===== src/rdde_pkg.sv =====
// Types and constants of the rotary dial digit entry core.
package rdde_pkg;

	localparam int unsigned TICK_W  = 16;
	localparam int unsigned PULSE_W = 5;

	localparam logic [TICK_W-1:0]  QUIET_MAX     = {TICK_W{1'b1}};
	localparam logic [PULSE_W-1:0] PULSE_MAX     = {PULSE_W{1'b1}};
	localparam logic [TICK_W-1:0]  FINISH_RESET  = 16'd100;
	localparam logic [TICK_W-1:0]  DEBOUNCE_RESET = 16'd10;
	localparam logic [3:0]         TENS_MAX      = 4'd5;

	// Configuration register indexes.
	localparam logic CFG_FINISH   = 1'b0;
	localparam logic CFG_DEBOUNCE = 1'b1;

	// Entry positions.
	localparam logic [1:0] POS_MIN_TENS = 2'd0;
	localparam logic [1:0] POS_SEC_TENS = 2'd2;
	localparam logic [1:0] POS_LAST     = 2'd3;

	typedef enum logic [1:0] {
		EV_NONE   = 2'd0,
		EV_ACCEPT = 2'd1,
		EV_REJECT = 2'd2
	} digit_event_t;

	typedef struct packed {
		digit_event_t digit_event;
		logic [3:0]   digit;
		logic [1:0]   position;
		logic         entry_done;
		logic [5:0]   minutes;
		logic [5:0]   seconds;
	} rdde_result_t;

	// Pulse count modulo ten; the count never exceeds 31.
	function automatic logic [3:0] mod10(input logic [PULSE_W-1:0] cnt);
		logic [PULSE_W-1:0] r;
		begin
			if (cnt >= 5'd30) begin
				r = cnt - 5'd30;
			end else if (cnt >= 5'd20) begin
				r = cnt - 5'd20;
			end else if (cnt >= 5'd10) begin
				r = cnt - 5'd10;
			end else begin
				r = cnt;
			end
			mod10 = r[3:0];
		end
	endfunction

	// Two decimal digits to a binary value below 100, kept to six bits.
	function automatic logic [5:0] two_digits(input logic [3:0] tens, input logic [3:0] ones);
		logic [6:0] v;
		begin
			v = ({3'd0, tens} << 3) + ({3'd0, tens} << 1) + {3'd0, ones};
			two_digits = v[5:0];
		end
	endfunction

endpackage


===== src/rdde_tick.sv =====
// Per-tick dial state: debounce, pulse count, digit close and entry assembly.
module rdde_tick (
	input  logic                         clk,
	input  logic                         arst_n,
	input  logic                         step,
	input  logic                         dial,
	input  logic                         hook,
	input  logic [rdde_pkg::TICK_W-1:0]  finish_ticks,
	input  logic [rdde_pkg::TICK_W-1:0]  debounce_ticks,
	output rdde_pkg::rdde_result_t       result
);
	import rdde_pkg::*;

	logic               last_raw_q;
	logic               stable_q;
	logic [TICK_W-1:0]  quiet_q;
	logic [PULSE_W-1:0] pulse_q;
	logic               pending_q;
	logic [1:0]         entry_pos_q;
	logic               on_hook_q;
	logic [3:0]         digits_q [3];

	logic               stable_d;
	logic [TICK_W-1:0]  quiet_inc;
	logic [TICK_W-1:0]  quiet_d;
	logic [PULSE_W-1:0] pulse_d;
	logic               pending_d;
	logic [1:0]         pos_lift;
	logic [1:0]         entry_pos_d;
	logic               on_hook_d;
	logic               finish;
	logic [3:0]         dval;
	logic               reject;
	logic               store_en;
	logic               debounce_hit;

	// Next state and the result for the item in the input register.
	always_comb begin
		quiet_inc = (quiet_q == QUIET_MAX) ? quiet_q : quiet_q + 1'b1;

		// Hook handling: a lift after hang-up restarts the entry.
		on_hook_d = on_hook_q;
		pos_lift  = entry_pos_q;
		if (!hook) begin
			on_hook_d = 1'b1;
		end else if (on_hook_q) begin
			on_hook_d = 1'b0;
			pos_lift  = POS_MIN_TENS;
		end

		// Digit close after a long enough quiet gap.
		finish      = (quiet_inc > finish_ticks) && pending_q;
		dval        = mod10(pulse_q);
		reject      = ((pos_lift == POS_MIN_TENS) || (pos_lift == POS_SEC_TENS))
		              && (dval > TENS_MAX);
		store_en    = 1'b0;
		entry_pos_d = pos_lift;
		pulse_d     = pulse_q;
		pending_d   = pending_q;
		result      = '0;
		if (finish) begin
			result.digit    = dval;
			result.position = pos_lift;
			pending_d       = 1'b0;
			pulse_d         = '0;
			if (reject) begin
				result.digit_event = EV_REJECT;
			end else begin
				result.digit_event = EV_ACCEPT;
				if (pos_lift != POS_LAST) begin
					store_en    = 1'b1;
					entry_pos_d = pos_lift + 1'b1;
				end else begin
					result.entry_done = 1'b1;
					result.minutes    = two_digits(digits_q[0], digits_q[1]);
					result.seconds    = two_digits(digits_q[2], dval);
					entry_pos_d       = POS_MIN_TENS;
				end
			end
		end

		// A raw change restarts the quiet count.
		quiet_d = (dial != last_raw_q) ? '0 : quiet_inc;

		// Debounced rising edges count only while lifted.
		debounce_hit = (quiet_d > debounce_ticks) && hook && (dial != stable_q);
		stable_d     = stable_q;
		if (debounce_hit) begin
			stable_d = dial;
			if (dial) begin
				if (pulse_d != PULSE_MAX) begin
					pulse_d = pulse_d + 1'b1;
				end
				pending_d = 1'b1;
			end
		end
	end

	// Control state.
	always_ff @(posedge clk or negedge arst_n) begin
		if (!arst_n) begin
			last_raw_q  <= 1'b0;
			stable_q    <= 1'b0;
			quiet_q     <= '0;
			pulse_q     <= '0;
			pending_q   <= 1'b0;
			entry_pos_q <= POS_MIN_TENS;
			on_hook_q   <= 1'b1;
		end else if (step) begin
			last_raw_q  <= dial;
			stable_q    <= stable_d;
			quiet_q     <= quiet_d;
			pulse_q     <= pulse_d;
			pending_q   <= pending_d;
			entry_pos_q <= entry_pos_d;
			on_hook_q   <= on_hook_d;
		end
	end

	// Digit store; each entry is written before it is read.
	always_ff @(posedge clk) begin
		if (step && store_en) begin
			digits_q[pos_lift] <= dval;
		end
	end

endmodule


===== src/rotary_dial_digit_entry_core.sv =====
// Rotary dial digit entry: one tick item in, one result item out.
// Each tick item passes through the input register, then the result register.
// Throughput: one item per cycle while out_stall does not hold the result; the tick update sets the rate.
// A result held under stall still lets one more item wait in the input register.
// Reset (asynchronous, active low) empties both registers, restores dial and
// entry state, and loads finish_ticks 100 and debounce_ticks 10.
module rotary_dial_digit_entry_core (
	input  logic        clk,
	input  logic        arst_n,
	input  logic        in_valid,
	output logic        in_stall,
	input  logic        dial_level,
	input  logic        hook_level,
	output logic        out_valid,
	input  logic        out_stall,
	output logic [1:0]  digit_event,
	output logic [3:0]  digit,
	output logic [1:0]  position,
	output logic        entry_done,
	output logic [5:0]  minutes,
	output logic [5:0]  seconds,
	input  logic        cfg_valid,
	output logic        cfg_ready,
	input  logic        cfg_index,
	input  logic [15:0] cfg_data
);
	import rdde_pkg::*;

	logic              valid_s1;
	logic              dial_s1;
	logic              hook_s1;
	logic              advance;
	logic              in_take;
	logic [TICK_W-1:0] finish_q;
	logic [TICK_W-1:0] debounce_q;
	logic              out_valid_q;
	rdde_result_t      res_q;
	rdde_result_t      res_c;

	// Handshake: the input register moves on when the result register is free.
	assign advance   = valid_s1 && (!out_valid_q || !out_stall);
	assign in_stall  = valid_s1 && !advance;
	assign in_take   = in_valid && !in_stall;
	assign cfg_ready = 1'b1;

	// Configuration registers.
	always_ff @(posedge clk or negedge arst_n) begin
		if (!arst_n) begin
			finish_q   <= FINISH_RESET;
			debounce_q <= DEBOUNCE_RESET;
		end else if (cfg_valid && cfg_ready) begin
			unique case (cfg_index)
				CFG_FINISH:   finish_q   <= cfg_data;
				CFG_DEBOUNCE: debounce_q <= cfg_data;
				default:      finish_q   <= finish_q;
			endcase
		end
	end

	// Input register.
	always_ff @(posedge clk or negedge arst_n) begin
		if (!arst_n) begin
			valid_s1 <= 1'b0;
		end else begin
			valid_s1 <= in_take || (valid_s1 && !advance);
		end
	end

	always_ff @(posedge clk) begin
		if (in_take) begin
			dial_s1 <= dial_level;
			hook_s1 <= hook_level;
		end
	end

	rdde_tick u_tick (
		.clk            (clk),
		.arst_n         (arst_n),
		.step           (advance),
		.dial           (dial_s1),
		.hook           (hook_s1),
		.finish_ticks   (finish_q),
		.debounce_ticks (debounce_q),
		.result         (res_c)
	);

	// Result register.
	always_ff @(posedge clk or negedge arst_n) begin
		if (!arst_n) begin
			out_valid_q <= 1'b0;
		end else if (advance) begin
			out_valid_q <= 1'b1;
		end else if (!out_stall) begin
			out_valid_q <= 1'b0;
		end
	end

	always_ff @(posedge clk) begin
		if (advance) begin
			res_q <= res_c;
		end
	end

	assign out_valid   = out_valid_q;
	assign digit_event = res_q.digit_event;
	assign digit       = res_q.digit;
	assign position    = res_q.position;
	assign entry_done  = res_q.entry_done;
	assign minutes     = res_q.minutes;
	assign seconds     = res_q.seconds;

endmodule


===== config.mk =====
export PLATFORM = sky130hd
export DESIGN_NAME = rotary_dial_digit_entry_core
export DESIGN_NICKNAME = d
export VERILOG_FILES = /design/src/rdde_pkg.sv /design/src/rdde_tick.sv /design/src/rotary_dial_digit_entry_core.sv
export SDC_FILE = /design/constraint.sdc
export NUM_CORES = 1
export LEC_CHECK = 0
export ABC_AREA = 1
export BUFFER_PORTS_ARGS = -buffer_cell sky130_fd_sc_hd__buf_2
export CORE_ASPECT_RATIO = 2
export CORE_MARGIN = 4
export CORE_UTILIZATION = 60
export CTS_BUF_LIST = sky130_fd_sc_hd__clkbuf_4 sky130_fd_sc_hd__clkbuf_8 sky130_fd_sc_hd__clkbuf_16
export DETAILED_ROUTE_END_ITERATION = 8
export PLACE_DENSITY = 0.8
export SKIP_CTS_REPAIR_TIMING = 1
export SLEW_MARGIN = 20
export SYNTH_ARGS = -nofsm -noshare
export SYNTH_HDL_FRONTEND = slang
export SYNTH_SLANG_ARGS = --single-unit

===== constraint.sdc =====
create_clock -name clk -period 5.2 [get_ports clk]
set_input_delay 0.52 -clock clk [delete_from_list [all_inputs] [get_ports clk]]
set_output_delay 0.52 -clock clk [all_outputs]
set_load 0.1 [all_outputs]

* Yosys cells after proc, flatten, opt, wreduce, memory -nomap -nowiden
Memory sizes are Yosys's and may differ from the RTL's. Cells that the tools add are included.
Storage, ports and cells: bits in registers 84, memory bits (writable) 12, input port bits 24, output and inout bits 24, word-level logic and storage cells 93, memories kept 1
Cells by class: add/sub/neg operators 10, magnitude comparators 6, equality and inequality tests 7, mux-type cells 27, bitwise gates (word level) 2, reduce and logical (&&, ||, !) cells 21
Memories:
- u_tick.digits_q | depth 3, bits a word 4, rd ports 3, clocked after memory_dff 0, wr ports 1, line rdde_tick.sv:21 | logic [3:0] digits_q [3];
Operator list (number):
- $gt 16x16->1 | 2
- $mux 16 | 2
- $mux 5 | 4
- $add 16x1->16 const B | 1
- $eq 16x16->1 const B | 1
- $mux 13 | 1
- $add 6x4->6 | 2
- $add 6x5->6 | 2
- $mux 2 | 6
- $mux 4 | 3
- $mux 1 | 11
- $ge 5x5->1 const B | 2
- $logic_and 1x1->1 | 8
- $sub 4x4->4 const B | 2
- $reduce_and 2->1 | 3
- $add 5x1->5 const B | 1
- $ge 5x4->1 const B | 1
- $ne 5x5->1 const B | 1
- $gt 4x3->1 const B | 1
- $logic_not 1->1 | 4
- $sub 4x3->4 const B | 1
- $logic_or 1x1->1 | 3
- $reduce_or 3->1 | 1
- $add 2x1->2 const B | 1
- other kinds (7) | 9

* Longest topological paths before layout
depth in word-level cells 11, depth in mapped cells 30, mapped depth without buffers 29

* Hierarchy
From an unflattened synthesis, not the netlist that was laid out.
Second synthesis, totals: cell total of the unflattened synthesis 706, area, all modules 6154.7 um^2
By module, submodules not included:
- rdde_tick | instances 1, cells an instance 529, area each 4036.4 um^2, seq. area each 1037.2 um^2
- rotary_dial_digit_entry_core | instances 1, cells an instance 177, area each 2118.3 um^2, seq. area each 1547.7 um^2

* Worst setup path after synthesis
OpenSTA, ideal clock, no wires.
path type register to register, from register u_tick.quiet_q[0], to register u_tick.pulse_q[1], setup time 0.123 ns, arrival time 3.538 ns, required time 5.077 ns, slack 1.539 ns, cell stages (with the launch flop) 26, buffers on the path 3, clock period less this slack 3.661 ns, path through dfrtp_1 -> ha_1 -> inv_1 -> nor3_1 -> nand2_1 -> nor2_2 -> inv_1 -> buf_2 -> buf_1 -> nand2_1 -> ha_1 -> nand2_1 -> nor3_1 -> nand3_1 -> nand3_1 -> buf_4 -> nand2_1 -> inv_1 -> ha_1 -> nand2_1 -> inv_1 -> nand4_1 -> nand2_1 -> o21ai_0 -> o21ai_0 -> nand2_1
Between the ends: cells in the longest elaborated chain, start to end 9, elaborated cells between the ends (all ways) 15, those cells by class 2 x add/sub; 2 x order compare; 2 x eq/ne; 6 x mux; 3 x reduce/logical
RTL lines:
- start: declaration | line rdde_tick.sv:16 | logic [TICK_W-1:0] quiet_q;
- start signal: assignment | line rdde_tick.sv:112 | quiet_q <= quiet_d;
- $add 16x1->16 / $eq 16x16->1 (equally long branches) | line rdde_tick.sv:39 | quiet_inc = (quiet_q == QUIET_MAX) ? quiet_q : quiet_q + 1'b1;
- $mux 16 * | line rdde_tick.sv:39
- $gt 16x16->1 | line rdde_tick.sv:52 | finish = (quiet_inc > finish_ticks) && pending_q;
- $logic_and 1x1->1 | line rdde_tick.sv:52
- $mux 5 | line rdde_tick.sv:61 | if (finish) begin
- $add 5x1->5 / $ne 5x5->1 (equally long branches) | line rdde_tick.sv:92, rdde_tick.sv:91
- $mux 5 | line rdde_tick.sv:91 | if (pulse_d != PULSE_MAX) begin
- $mux 5 | line rdde_tick.sv:90 | if (dial) begin
- $mux 5 * | line rdde_tick.sv:88 | if (debounce_hit) begin
- end signal: assignment | line rdde_tick.sv:113 | pulse_q <= pulse_d;
- end: declaration | line rdde_tick.sv:17 | logic [PULSE_W-1:0] pulse_q;
Every way passes the cells marked *; elsewhere a longest branch is shown, timed or not. A chain may end at the register's enable or synchronous reset.

* Worst setup path after layout
Same ends and word-level chain as after synthesis.

==> run_results.csv <==
group,metric,value,unit
run_status,status,"finished clean",
layout,post_route_cells_drive_above_1_share,13.9,%
power,share_seq_of_total_power,39.8,%
detailed_routing,routed_wire_length_per_instance,15.0,µm
power,power.share.clock,31.9,%
synthesis,syn_avg_cell_area,8.55,µm²
global_route,grt_start_max_net_pins,62,
timing,min_period_over_period,88.6,%
timing,totalNegativeSetupSlack,0,ns
synthesis,ys_seq_elements,96,
synthesis,post_synth_most_frequent_cells,"sky130_fd_sc_hd__nand2_1 (158), sky130_fd_sc_hd__inv_1 (112), sky130_fd_sc_hd__o21ai_0 (62), sky130_fd_sc_hd__dfrtp_1 (55), sky130_fd_sc_hd__ha_1 (54)",
clock_network,clk_pin_slew,0.07,ns
global_route,antenna_violations_before_repair,0,
synthesis,synthFlopType,"sky130_fd_sc_hd__dfrtp_1",
synthesis,post_synth_edffs,35,
synthesis,synth_area,5780,µm²
floorplan,core_box_area,9380,µm²
timing,timing.final.hold_violations,0,
timing,timing.hold.ws,0.310,ns
detailed_routing,ant_nets,0,
power,power-per-cell-area,368,nW/µm²
power,netSwitchingPower,0.814,mW
timing,slew_violations,0,
worst_setup_path,cp_common_cell,"sky130_fd_sc_hd__nand2_1",
timing,timing_worst_slew_pin_value,0.883,ns
synthesis,post-synth-top-area-cell,"sky130_fd_sc_hd__dfrtp_1",
synthesis,yosys_warnings,0,
floorplan,start_util,61.6,%
timing,final_setup_skew,0.00601,ns
detailed_routing,remaining_drc_errors,0,
layout,finalNetCount,799,
worst_setup_path,critical_path_type,"reg -> reg",
synthesis,synth.net_count,758,
detailed_routing,num_vias,4488,
worst_setup_path,crit_path_max_fanout,22,
floorplan,x_dimension_of_the_die,77.4,µm
timing,fmax,0.217,GHz
clock_network,clock_insertion_delay_worst_skew,0.35,ns
global_route,overflow,0,
clock_network,cts_inserted_buffers,9,
detailed_routing,first_pass_iters,5,
synthesis,synth_cell_types,41,
global_route,grt_util_all_layers,23.3,%
timing,period_minus_slack,4.61,ns
placement,port-buffer-count,46,
synthesis,synth_seq_area_share,44.7,%
timing,finalSetupViolCount,0,
placement,routabilityCongestion,0.909,
clock_network,clkSinkCount,96,
synthesis,post-synth-top-area-fraction,23.8,%
worst_setup_path,crit_required,5.43,ns
power,power_switching_share,34.5,%
floorplan,floorplan.die_area,11400,µm²
global_route,grt_pass1_wl,20800,µm
floorplan,rows,50,
clock_network,cts-root-to-sink-buffers,2,
synthesis,ys_top_cells_by_area,"sky130_fd_sc_hd__dfrtp_1 (24%), sky130_fd_sc_hd__edfxtp_1 (18%), sky130_fd_sc_hd__ha_1 (12%), sky130_fd_sc_hd__nand2_1 (10%), sky130_fd_sc_hd__inv_1 (7.3%)",
worst_setup_path,worst_path_largest_cell_delay,0.48,ns
flow_run,cap_violations,0,
global_route,first_global_vias,4620,
power,p_comb_share,28.3,%
worst_hold_path,worst_hold_path_type,"in -> async",
power,internal_power,1.54,mW
power,power.ir.vdd_worst,0.000270,V
floorplan,die_h,147,µm
timing,grt_setup_unrepaired,"no",
clock_network,cts-htree-levels,3,
worst_setup_path,critPathSlowestCell,"sky130_fd_sc_hd__nand3_1",
detailed_routing,wirelength,12400,µm
placement,hpwlAfterDp,9710,µm
detailed_routing,drt_iter0_markers,331,
synthesis,synth_async_sr_flop_share,63.5,%
worst_setup_path,worst_ep_arrival_time,4.84,ns
detailed_routing,avgViaCountPerCell,5.43,
floorplan,ioPinCount,48,
synthesis,netlist_instances,676,
worst_setup_path,endpoint_kind,"flip-flop",
worst_setup_path,start_kind,"flip-flop",
clock_network,clk_root_buffer_cell,"sky130_fd_sc_hd__clkbuf_16",
synthesis,yosys.cell_count.top_type,"sky130_fd_sc_hd__nand2_1",
timing,timing.max_slew.rel_slack,41.1,%
clock_network,tritoncts,"yes",
power,leakagePower,3.22,nW
layout,num_antenna_cells,0,
layout,area_grow_syn2layout,10.7,%
==> path summary, 6_finish.rpt <==
path | slack (ns) | to | cells after the start | startpoint
max | 0.59 | u_tick.pulse_q[1] | 29 | u_tick.quiet_q[0]
min | 0.31 | debounce_q[14] | 2 | arst_n
max reg2reg | 0.59 | u_tick.pulse_q[1] | 29 | u_tick.quiet_q[0]
min reg2reg | 0.48 | debounce_q[5] | 2 | debounce_q[5]
max in group asynchronous | 4.35 | u_tick.quiet_q[12] | 2 | arst_n
min in group clk | 0.34 | hook_s1 | 1 | hook_level
==> layer usage <==
| metal | vias up | wire (µm) | track usage [%] |
|---|---|---|---|
| met5 | - | 0 | 0 |
| met4 | 0 | 946 | 17.8 |
| met3 | 58 | 348 | 2.82 |
| met2 | 119 | 6930 | 44.2 |
| met1 | 2071 | 4160 | 21.8 |
| li1 | 2240 | - | - |
==> worst max-delay path: cells and delay by family (launching register included) <==
kind / cells / cell delay [ns]
simple gates: 19 / 2.68
compound gates: 2 / 0.20
buf+inv: 5 / 0.62
fa+ha+maj: 3 / 0.56
flops: 1 / 0.42
==> placed cells by master, fill, tap and decap left out, types with 2 or more instances in the layout <==
cell	Yosys	final
sky130_fd_sc_hd__nor2_1	42	42
sky130_fd_sc_hd__nand2_1	158	158
sky130_fd_sc_hd__inv_2	3	3
sky130_fd_sc_hd__o21ai_1	3	3
sky130_fd_sc_hd__buf_4	2	2
sky130_fd_sc_hd__a21oi_1	35	35
sky130_fd_sc_hd__or2_2	4	4
sky130_fd_sc_hd__ha_1	54	54
sky130_fd_sc_hd__xor2_1	10	10
sky130_fd_sc_hd__dfrtp_1	55	55
sky130_fd_sc_hd__nand3_1	25	25
sky130_fd_sc_hd__dfstp_2	6	6
sky130_fd_sc_hd__inv_1	112	112
sky130_fd_sc_hd__bufinv_16	0	3
sky130_fd_sc_hd__nor3_1	7	7
sky130_fd_sc_hd__fa_1	4	4
sky130_fd_sc_hd__nor2_2	2	2
sky130_fd_sc_hd__nor3_2	3	3
sky130_fd_sc_hd__clkbuf_16	0	9
sky130_fd_sc_hd__xnor2_1	5	5
sky130_fd_sc_hd__buf_2	1	46
sky130_fd_sc_hd__nand4_1	5	5
sky130_fd_sc_hd__o21ai_0	62	62
sky130_fd_sc_hd__nand2_2	5	5
sky130_fd_sc_hd__edfxtp_1	35	35
sky130_fd_sc_hd__nor2_4	9	9
sky130_fd_sc_hd__nor4_1	2	2
==> metrics by stage <==
step           instances  setup slack, ns  cell area [µm²]  power, mW  util (%)
2_1_floorplan        676             1.54             5780       1.45         -
3_3_place_gp         810            0.924             6060       1.58      64.5
3_5_place_dp         810            0.662             6060       1.62      64.5
4_1_cts              826            0.626             6400       2.38      68.2
5_1_grt              826            0.148             6400       2.50      68.2
6_report             826            0.594             6400       2.36      68.2
==> flip-flops by register name (all words and copies together), names as in the netlist <==
name,cells
position,2
dial_s1,1
digit,4
u_tick.pulse_q,5
u_tick.pending_q,1
u_tick.entry_pos_q,2
u_tick.quiet_q,16
out_valid,1
u_tick.on_hook_q,1
finish_q,16
seconds,6
digit_event,2
u_tick.last_raw_q,1
debounce_q,16
entry_done,1
hook_s1,1
valid_s1,1
u_tick.digits_q,12
minutes,6
u_tick.stable_q,1
==> logic make-up after synthesis <==
logic type / synth area share, %
adder cells (fa/ha/maj): 13.1
AND/OR/NAND/NOR: 20.8
other: 0.0649
XOR/XNOR: 2.55
buffers and inverters: 9.20
flip-flops: 44.7
AO/OA/AOI/OAI: 9.57
==> layout make-up <==
class,count,area [µm²]
Clock buffer,9,225
Clock inverter,7,119
Fill cell,744,2980
Inverter,115,432
Multi-Input combinational cell,447,2660
Sequential cell,96,2580
Tap cell,104,130
Timing Repair Buffer,48,245
==> power groups by stage <==
stage	Combinational (mW)	Clock [mW]	Sequential, mW
floorplan	0.439	0	1.01
CTS	0.675	0.766	0.936
global route	0.754	0.798	0.947
finish	0.667	0.753	0.938
global placement	0.635	0	0.947
detailed placement	0.666	0	0.951
Note: power is estimated with default switching activity, not from simulation.
